$ cat config.mk
export PLATFORM = sky130hd
export DESIGN_NAME = pta_ctrl
export DESIGN_NICKNAME = d
export VERILOG_FILES = /design/src/hw/rtl/pta_pkg.sv /design/src/hw/rtl/pta_ctrl.sv
export VERILOG_INCLUDE_DIRS = /design/src /design/src/hw/rtl
export SDC_FILE = /design/constraint.sdc
export NUM_CORES = 1
export LEC_CHECK = 0
export BUFFER_PORTS_ARGS = -buffer_cell sky130_fd_sc_hd__buf_4
export CORE_AREA = 4 4 41 43
export DETAILED_ROUTE_END_ITERATION = 12
export DIE_AREA = 0 0 45 47
export GPL_TIMING_DRIVEN = 0
export PLACE_DENSITY = 0.41
export SLEW_MARGIN = 20
export SYNTH_ARGS = -nofsm -noshare
export SYNTH_HDL_FRONTEND = slang
export SYNTH_SLANG_ARGS = --single-unit
$ cat constraint.sdc
create_clock -name clk_i -period 1.75 [get_ports clk_i]
set_input_delay 0.35 -clock clk_i [delete_from_list [all_inputs] [get_ports clk_i]]
set_output_delay 0.35 -clock clk_i [all_outputs]
set_load 0.03 [all_outputs]
$ cat src/hw/rtl/polynomial_table_arithmetic_defines.svh
// ----------------------------------------------------------------------------
// Polynomial table arithmetic assertion macros
// Shared helpers for the concurrent checks in the RTL modules.
// ----------------------------------------------------------------------------
`ifndef POLYNOMIAL_TABLE_ARITHMETIC_DEFINES_SVH
`define POLYNOMIAL_TABLE_ARITHMETIC_DEFINES_SVH

// Same-cycle implication, disabled while reset is asserted.
`define PTA_ASSERT_NOW(lbl, clk, rst_n, ante, cons, msg) \
  lbl: assert property (@(posedge clk) disable iff (!rst_n) (ante) |-> (cons)) else $error(msg);

// Next-cycle implication, disabled while reset is asserted.
`define PTA_ASSERT_NEXT(lbl, clk, rst_n, ante, cons, msg) \
  lbl: assert property (@(posedge clk) disable iff (!rst_n) (ante) |=> (cons)) else $error(msg);

`endif

$ cat src/hw/rtl/pta_pkg.sv
// ----------------------------------------------------------------------------
// Polynomial table arithmetic package
// Sizes, operation and status codes, controller states and command types.
// ----------------------------------------------------------------------------
`timescale 1ns / 1ps

package pta_pkg;

  localparam int MAX_POLYS  = 8;
  localparam int MAX_DEGREE = 31;
  localparam int SLOT_W     = 3;
  localparam int POW_W      = 5;
  localparam int CNT_W      = $clog2(MAX_POLYS + 1);
  localparam int ADDR_W     = SLOT_W + POW_W;
  localparam int DATA_W     = 32;
  localparam int COEF_DEPTH = MAX_POLYS * (MAX_DEGREE + 1);

  typedef enum logic [2:0] {
    OP_CREATE = 3'd0,
    OP_WRITE  = 3'd1,
    OP_EVAL   = 3'd2,
    OP_ADD    = 3'd3,
    OP_MUL    = 3'd4,
    OP_READ   = 3'd5
  } op_e;

  typedef enum logic [1:0] {
    ST_OK        = 2'd0,
    ST_BAD_INDEX = 2'd1,
    ST_FULL      = 2'd2,
    ST_DEGREE    = 2'd3
  } status_e;

  typedef enum logic [2:0] {
    S_IDLE,
    S_DEG,
    S_RUN,
    S_DRAIN,
    S_DONE
  } state_e;

  typedef struct packed {
    logic capture;
    logic start;
    logic run;
    logic finish;
    logic fail;
  } cmd_t;

  typedef struct packed {
    status_e err;
    logic    issue_final;
    logic    pipe_empty;
  } sts_t;

endpackage

$ cat src/hw/rtl/pta_ctrl.sv
// ----------------------------------------------------------------------------
// Polynomial table controller
// Sequences capture, check, term issue, drain and result hand-off.
// ----------------------------------------------------------------------------
`timescale 1ns / 1ps
`include "polynomial_table_arithmetic_defines.svh"

module pta_ctrl import pta_pkg::*; (
  input  logic clk_i,
  input  logic rst_ni,
  input  logic in_valid_i,
  output logic in_ready_o,
  output logic out_valid_o,
  input  logic out_ready_i,
  output cmd_t cmd_o,
  input  sts_t sts_i
);

  state_e state_q, state_d;

  always_ff @(posedge clk_i or negedge rst_ni) begin
    if (!rst_ni) begin
      state_q <= S_IDLE;
    end else begin
      state_q <= state_d;
    end
  end

  always_comb begin
    state_d     = state_q;
    cmd_o       = '0;
    in_ready_o  = 1'b0;
    out_valid_o = 1'b0;
    case (state_q)
      S_IDLE: begin
        in_ready_o = 1'b1;
        if (in_valid_i) begin
          cmd_o.capture = 1'b1;
          state_d       = S_DEG;
        end
      end
      S_DEG: begin
        if (sts_i.err != ST_OK) begin
          cmd_o.fail = 1'b1;
          state_d    = S_DONE;
        end else begin
          cmd_o.start = 1'b1;
          state_d     = S_RUN;
        end
      end
      S_RUN: begin
        cmd_o.run = 1'b1;
        if (sts_i.issue_final) begin
          state_d = S_DRAIN;
        end
      end
      S_DRAIN: begin
        if (sts_i.pipe_empty) begin
          cmd_o.finish = 1'b1;
          state_d      = S_DONE;
        end
      end
      S_DONE: begin
        out_valid_o = 1'b1;
        if (out_ready_i) begin
          state_d = S_IDLE;
        end
      end
      default: begin
        state_d = S_IDLE;
      end
    endcase
  end

  `PTA_ASSERT_NOW(a_no_overlap, clk_i, rst_ni, in_ready_o, !out_valid_o, "request taken while busy")
  `PTA_ASSERT_NEXT(a_fail_to_done, clk_i, rst_ni, cmd_o.fail, out_valid_o, "failed check not answered")
  `PTA_ASSERT_NEXT(a_rsp_hold, clk_i, rst_ni, out_valid_o && !out_ready_i, out_valid_o, "response dropped")

endmodule

==> metrics, run 1 <==
reg2reg start state_q[1]; Distinct cells, synth 18; Filler cells 156; Multi-input gate area 133 um^2; Synth Flop Type dfrtp_1; Synth Area in Compound Gates 21.5%; nets 56; reg-to-reg slack, setup 0.28 ns; run status finished, final reports clean; HPWL Detailed 487 um; adder-cell share of the synthesized area 0%; worst-skew pair later-pin latency 0.24 ns; Seq cells post-synth 3; # DRC 0; worst min path class in2reg; Buf/Inv on CP 1; Initial DRT Pass Iterations 2; PD cells 1830 nW/um^2; max cap viols 0; CP max stage cell dfrtp_1; clock tree buffer depth 2; Worst-path clk slew 0.04 ns; Final setup viols 0; Critical Path Max Stage Delay 0.46 ns; Syn Inst Count 25; final worst slack 0.0506 ns; max-slew violations 0; Async SR Flop Fraction 100%; routed via count 254; final wirelength 659 um; CTS HTree Levels 1; Top Family by Delay on Critical Path simple AND/OR/NAND/NOR gates; drt initial violations 3; leak pwr 0.196 nW; placed cell count 54; initial antenna violation count 0; final design area excluding fillers 417 um^2; Worst Setup End Kind output port; RSZ-0062 raised after global routing yes; total track usage 7.75%; startpoint types flop; CTS tree done; RR Endpoint state_q[2]; clock sinks 3; count of input and output buffers 14; Die Y 47 um; fin crit share 97.1%; vias in the first global route 257; Top Registers state_q (3); min Tclk post-route 1.70 ns; Worst Tran Pin Value 0.260 ns; Initial Utilization 15.7%; n_diodes 0; placed cell areas 338 um^2; GPL Wtd Cong 0.679; core box area 1300 um^2; VDD IR max 0.743 mV; area fraction of the dominant cell type after synthesis 36.8%; largest reg by FF count state_q; Critical Path RT 1.40 ns; CTS root buf clkbuf_4; Min-Delay Path Depth 2; largest net degree at the start of global routing 10; crit-path cells or3_4, nor2_1, buf_4; pre-CTS WS 0.160 ns; most frequent cells after synthesis 4 x nor2_1, 3 x dfrtp_1, 2 x a21oi_1, 2 x nor3_1; row cnt 13; fmax 0.588 GHz; ANT nets after route 0; synth top area cells dfrtp_1 37%, nor2_1 7.4%, buf_6 5.5%; WL/cell 10.6 um; CP arrival 1.35 ns; final core utilization 32.0%; number of flops mapped to enable cells by yosys 0; hold endpoint state_q[1]; layout cells sized above 1 57.4%; Final Instance Count excl. Fillers 62; Worst slew margin 82.7%; main combinational cell family by area after synthesis simple AND/OR/NAND/NOR gates; FF-to-FF path depth 5; storage element area 75.1 um^2; most common cell in the synthesized netlist nor2_1; hold path start sts_i[0]; setup_tns 0 ns; Critical Setup Path Class reg2out; yosys warns 0; max reg flops 3; Ports 15; post-synthesis simple-gate area fraction 31.9%; crit-path max FO 7; Post-Synth XOR/XNOR Area 0%; clock skew 0.0000273 ns; total die area 2120 um^2; Mapped Area 204 um^2; post-synthesis average cell area 8.16 um^2; clock buffer count from CTS 3; final hold viol count 0; Syn Nets 33; Synth-to-Final Area Change 104%; register area share after synthesis 36.8%; Vias/cell 4.10; Synth area leader dfrtp_1; Die W 45 um; mux cell area share after synthesis 0%; gr ovfl total 0; first-pass GRT wire length 1090 um
cells in the final DEF (no fill, tap or decap):
cell type / Yosys / layout
a211oi_1: 1 / 1
a21oi_1: 2 / 2
a311oi_1: 1 / 1
and2_4: 0 / 1
buf_4: 0 / 17
buf_6: 1 / 2
clkbuf_1: 0 / 1
clkbuf_4: 0 / 3
dfrtp_1: 3 / 3
dlygate4sd3_1: 0 / 1
inv_2: 0 / 1
nand2_1: 1 / 1
nand2b_1: 1 / 1
nor2_1: 4 / 4
nor3_2: 0 / 1
nor3_4: 0 / 1
nor3b_1: 1 / 1
o21ai_0: 1 / 1
o21ai_1: 1 / 1
o21bai_1: 1 / 1
or3_4: 0 / 1
or4b_1: 1 / 1
metal layers:
metal | vias up | track usage, % | part of all wire [%]
li1 | 133 | - | -
met1 | 108 | 9.36 | 49
met4 | 0 | 1.75 | 0
met3 | 0 | 7.28 | 10
met5 | - | 0 | 0
met2 | 13 | 9.89 | 41
power by group:
group | switching, W | leakage, nW | total [W] | internal, W
Clock | 0.0000410 | 0.0150 | 0.000127 | 0.0000858
Combinational | 0.000265 | 0.142 | 0.000505 | 0.000240
Sequential | 0.0000313 | 0.0386 | 0.000130 | 0.0000990
logic make-up after synthesis:
kind of cell           after synthesis
AO/OA/AOI/OAI                        7
AND/OR/NAND/NOR                     12
flip-flops                           3
buffers and inverters                3
how the worst max path moves through the flow:
stage	cells after the start	to	startpoint	slack, ns
detailed placement	5	cmd_o[3]	state_q[0]	0.16
global placement	5	cmd_o[3]	state_q[0]	0.16
CTS	4	cmd_o[3]	state_q[1]	-0.01
finish	3	cmd_o[0]	state_q[2]	0.05
global route	5	cmd_o[3]	state_q[0]	-0.01
floorplan	3	cmd_o[4]	state_q[1]	0.06
stage by stage:
step / total power (W) / hold WS [ns]
4_1_cts: 0.000725 / 0.321
2_1_floorplan: 0.000402 / 0.0544
3_5_place_dp: 0.000536 / 0.142
5_1_grt: 0.000815 / 0.330
3_3_place_gp: 0.000534 / 0.140
6_report: 0.000762 / 0.323
layout make-up:
cell class,instances,area share (%)
inverter,1,0.901
timing repair buffer,19,35.7
clock buffer,4,6.31
buffer,1,2.70
multi-input combinational,19,31.8
tap,15,4.50
sequential,3,18.0
what timing repair did:
item                       in CTS  in global routing
setup endpoints to repair       2                  3
pin swaps                       0                  2
gates resized for setup         3                  4
hold buffers                    1                  0
hold endpoints to repair        3                  0
setup buffers                   2                  2
Note: power is estimated with default switching activity, not from simulation.
==> inputs of run 2 (changes only) <==
--- a/config.mk
+++ b/config.mk
@@ -6,12 +6,13 @@
 export SDC_FILE = /design/constraint.sdc
 export NUM_CORES = 1
 export LEC_CHECK = 0
+export ABC_AREA = 1
 export BUFFER_PORTS_ARGS = -buffer_cell sky130_fd_sc_hd__buf_4
 export CORE_AREA = 4 4 41 43
 export DETAILED_ROUTE_END_ITERATION = 12
 export DIE_AREA = 0 0 45 47
 export GPL_TIMING_DRIVEN = 0
-export PLACE_DENSITY = 0.41
+export PLACE_DENSITY = 0.43
 export SLEW_MARGIN = 20
 export SYNTH_ARGS = -nofsm -noshare
 export SYNTH_HDL_FRONTEND = slang
==> metrics, run 2 <==
max-slew violations 0; Syn Inst Count 40; worst min path class in2reg; ANT nets after route 0; initial antenna violation count 0; startpoint types flop; setup bufs post-CTS 0; post_cts resized 0; Worst Tran Pin Value 0.254 ns; layout cells sized above 1 39.0%; GPL Wtd Cong 0.704; HPWL Detailed 512 um; Ports 15; clock buffer count from CTS 3; placed cell areas 362 um^2; total die area 2120 um^2; synth top area cells dfrtp_1 32%, nand2_1 16%, inv_1 9.5%; Final setup viols 0; Initial Utilization 18.3%; first-pass GRT wire length 1060 um; Synth-to-Final Area Change 67.4%; Mapped Area 238 um^2; Async SR Flop Fraction 100%; routed via count 286; Syn Nets 48; fmax 0.622 GHz; largest net degree at the start of global routing 8; Distinct cells, synth 11; most frequent cells in the layout 14 x buf_4, 10 x nand2_1, 6 x inv_1; most common cell in the synthesized netlist nand2_1; VDD IR max 0.706 mV; yosys warns 0; Seq cells post-synth 3; Top Registers state_q (3); n_diodes 0; total track usage 7.44%; WL/cell 8.39 um; Critical Setup Path Class reg2out; PD cells 1780 nW/um^2; nets 68; min Tclk post-route 1.61 ns; Worst slew margin 83.1%; Initial DRT Pass Iterations 3; commonest non-fill, non-tap cell in the layout buf_4; drt initial violations 6; CTS HTree Levels 1; run status finished, final reports clean; RSZ-0062 raised after global routing no; Die Y 47 um; Synth Flop Type dfrtp_1; leak pwr 0.233 nW; register area share after synthesis 31.6%; final design area excluding fillers 398 um^2; core box area 1300 um^2; Die W 45 um; count of input and output buffers 14; area fraction of the dominant cell type after synthesis 31.6%; clock skew 0.00160 ns; final wirelength 621 um; final hold viol count 0; Synth area leader dfrtp_1; largest reg by FF count state_q; # DRC 0; Critical Path RT 1.40 ns; clock tree buffer depth 2; number of flops mapped to enable cells by yosys 0; CP arrival 1.26 ns; Worst Setup End Kind output port; Vias/cell 3.86; CTS tree done; row cnt 13; max cap viols 0; worst-skew pair later-pin latency 0.23 ns; setup_tns 0 ns; clock sinks 3; Worst-path clk slew 0.04 ns; gr ovfl total 0; reg-to-reg slack, setup 0.66 ns; max reg flops 3; crit-path max FO 6; most frequent cells after synthesis 10 x nand2_1, 6 x inv_1, 5 x nor2_1, 4 x nand3_1; vias in the first global route 273; post-synthesis average cell area 5.94 um^2; CTS root buf clkbuf_4; fin crit share 91.9%
-- run 2: changes by cell type after synthesis, moves of 3 or more --
cell,previous run,this run
inv_2,0,3
nand3_1,0,4
inv_1,1,6
nand2_1,1,10
nor2_2,0,3
-- run 2: cell families (layout without fill, tap and decap cells) --
logic type / count (synthesis) / count (layout) / share of synthesized area [%]
AO/OA/AOI/OAI: 3 / 3 / 7.90
buffers and inverters: 9 / 28 / 14.2
flip-flops: 3 / 3 / 31.6
AND/OR/NAND/NOR: 25 / 25 / 46.3
-- run 2: final timing paths --
path / start / to / depth (start not counted)
max: state_q[0] / cmd_o[4] / 4
min: sts_i[0] / state_q[0] / 4
max reg2reg: state_q[1] / state_q[0] / 7
min reg2reg: state_q[2] / state_q[0] / 3
max in group asynchronous: rst_ni / state_q[0] / 2
min in group asynchronous: rst_ni / state_q[2] / 2
-- run 2: per-layer routing --
metal	part of all wire (%)	track usage, %	up-vias
met3	7.9	4.60	0
li1	-	-	159
met4	0	5.26	0
met1	48	8.68	121
met5	0	0	-
met2	44	9.89	6
-- run 2: where the power goes --
part	switching (W)	internal (W)	total (W)
sequential	0.0000546	0.000101	0.000156
combinational	0.000271	0.000160	0.000431
clock	0.0000360	0.0000855	0.000121
-- run 2: critical path, cell delays in order, from the launching register on --
cell     delay, ns
dfrtp_1       0.43
nor2_2        0.21
inv_2         0.07
nor3_1        0.13
buf_4         0.19
-- run 2: cell type report --
cell class,instances,area [um^2]
inverters,9,33.8
well taps,15,18.8
clock buffers,4,26.3
repair buffers,15,115
fillers,154,903
flip-flops and latches,3,75.1
multi-input cells,28,129
-- run 2: what timing repair did --
action,4_1_cts,5_1_grt
endpoints found under the setup margin,0,0
hold buffers,1,0
hold endpoints to repair,3,0
-- run 2: metrics by stage --
| stage | cells | utilization (%) | worst slack (ns) | total power [W] | hold WS, ns |
|---|---|---|---|---|---|
| after detailed placement | 69 | 27.8 | 0.382 | 0.000592 | 0.142 |
| after floorplan | 40 | - | 0.0983 | 0.000448 | 0.0544 |
| final | 74 | 30.6 | 0.141 | 0.000708 | 0.417 |
| after CTS | 74 | 30.6 | 0.124 | 0.000723 | 0.414 |
| after global routing | 74 | 30.6 | 0.0439 | 0.000777 | 0.450 |
| after global placement | 69 | 27.8 | 0.344 | 0.000596 | 0.142 |
==> inputs of run 3 (changes only) <==
--- a/config.mk
+++ b/config.mk
@@ -8,9 +8,9 @@
 export LEC_CHECK = 0
 export ABC_AREA = 1
 export BUFFER_PORTS_ARGS = -buffer_cell sky130_fd_sc_hd__buf_4
-export CORE_AREA = 4 4 41 43
+export CORE_AREA = 5 5 42 44
 export DETAILED_ROUTE_END_ITERATION = 12
-export DIE_AREA = 0 0 45 47
+export DIE_AREA = 0 0 47 49
 export GPL_TIMING_DRIVEN = 0
 export PLACE_DENSITY = 0.43
 export SLEW_MARGIN = 20
==> metrics, run 3 (synthesized netlist as in run 2, its figures left out) <==
worst min path class in2reg; max reg flops 3; RSZ-0062 raised after global routing no; HPWL Detailed 534 um; first-pass GRT wire length 1120 um; drt initial violations 4; layout cells sized above 1 39.0%; Critical Setup Path Class reg2out; CTS root buf clkbuf_4; routed via count 295; worst-skew pair later-pin latency 0.23 ns; CTS HTree Levels 1; run status finished, final reports clean; Buf/Inv on CP 2; CTS tree done; Die Y 49 um; Filler cells 172; count of input and output buffers 14; Top Registers state_q (3); Seq pwr share 22.4%; clock tree buffer depth 2; critical path depth 4; Critical Path RT 1.40 ns; Ports 15; Worst Tran Pin Value 0.264 ns; Critical Path Max Stage Delay 0.46 ns; min Tclk post-route 1.59 ns; final worst slack 0.165 ns; # DRC 0; reg2reg start state_q[1]; nets 68; most used routing layer met2; clock sinks 3; CP arrival 1.24 ns; clock power share 17.1%; setup_tns 0 ns; GPL Wtd Cong 0.674; met3 Use GR 6.64%; final hold viol count 0; largest reg by FF count state_q; final wirelength 661 um; clock buffer count from CTS 3; Synth-to-Final Area Change 70.0%; row cnt 14; WL/cell 8.81 um; fin crit share 90.6%; M1 GR Usage 8.83%; core box area 1400 um^2; largest net degree at the start of global routing 8; vias in the first global route 268; Final setup viols 0; Initial DRT Pass Iterations 3; max-slew violations 0; Worst-path clk slew 0.04 ns; total power draw 0.000726 W; met2 Use GR 9.05%; CP max stage cell dfrtp_1; Die W 47 um; Comb power frac 60.5%; initial antenna violation count 0; most frequent cells in the layout 14 x buf_4, 10 x nand2_1, 6 x inv_1; worst setup path start state_q[1]; pre-CTS WS 0.381 ns; hold path start sts_i[0]; crit-path cells inv_2, nand3_1, a21oi_1, buf_4; Min-Delay Path Depth 4; Initial Utilization 17.0%; VDD IR max 0.698 mV; Worst Setup End Kind output port; setup bufs post-CTS 0; max cap viols 0; startpoint types flop; net switching power 0.000374 W; switching share of power 51.5%; Vias/cell 3.93; total track usage 7.12%; PD cells 1800 nW/um^2; total die area 2300 um^2; Worst slew margin 82.4%; Int Pwr 0.000352 W; ANT nets after route 0; Top Family by Delay on Critical Path flip-flops; leak pwr 0.234 nW; n_diodes 0; fmax 0.631 GHz; crit-path max FO 7; gr ovfl total 0; commonest non-fill, non-tap cell in the layout buf_4; FF-to-FF path depth 7; clock skew 0.00186 ns
-- run 3: cell counts in the layout (fill, tap and decap cells not counted) --
No cell type changed its count.
-- run 3: worst paths after layout --
path | slack, ns | endpoint
max | 0.16 | cmd_o[0]
min | 0.41 | state_q[0]
max reg2reg | 0.62 | state_q[2]
min reg2reg | 0.67 | state_q[0]
max in group asynchronous | 1.21 | state_q[2]
min in group asynchronous | 0.44 | state_q[0]
-- run 3: area by class of cell --
type                       instances  area, um^2  share of cell area, %
timing repair buffer              15         115                   28.5
tap                               16        20.0                   4.95
clock buffer                       4        26.3                   6.50
sequential                         3        75.1                   18.6
inverter                           9        33.8                   8.36
multi-input combinational         28         134                   33.1
-- run 3: layer usage --
layer  vias to the layer above  share of wire (%)
met5                         -                  0
met4                         0                  0
met3                         0                9.5
met2                         8                 46
met1                       128                 44
li1                        159                  -
-- run 3: stage by stage --
step | cells | hold WS, ns | util (%) | area, um^2
2_1_floorplan | 40 | 0.0544 | - | 238
3_3_place_gp | 70 | 0.143 | 25.9 | 363
3_5_place_dp | 70 | 0.143 | 25.9 | 363
4_1_cts | 75 | 0.404 | 28.5 | 399
5_1_grt | 75 | 0.428 | 28.8 | 404
6_report | 75 | 0.410 | 28.8 | 404
-- run 3: timing repair --
| item | CTS | global route |
|---|---|---|
| hold buffers | 1 | 0 |
| endpoints found under the hold margin | 3 | 0 |
| endpoints found under the setup margin | 0 | 1 |
| gates resized for setup | 0 | 1 |
-- run 3: worst register-to-register path, stage by stage (launching register included) --
cell and delay, ns:
dfrtp_1 0.48, nand2_1 0.11, nor2_1 0.10, nand2_1 0.08, nand2_1 0.10, nor2_2 0.05
nand2_1 0.05, nand2_1 0.05
-- run 3: power groups by stage --
stage / clock [W] / sequential [W] / combinational [W]
after detailed placement: 0 / 0.000156 / 0.000436
final: 0.000124 / 0.000163 / 0.000439
after floorplan: 0 / 0.000143 / 0.000305
after global routing: 0.000143 / 0.000171 / 0.000485
after CTS: 0.000130 / 0.000156 / 0.000439
after global placement: 0 / 0.000160 / 0.000439
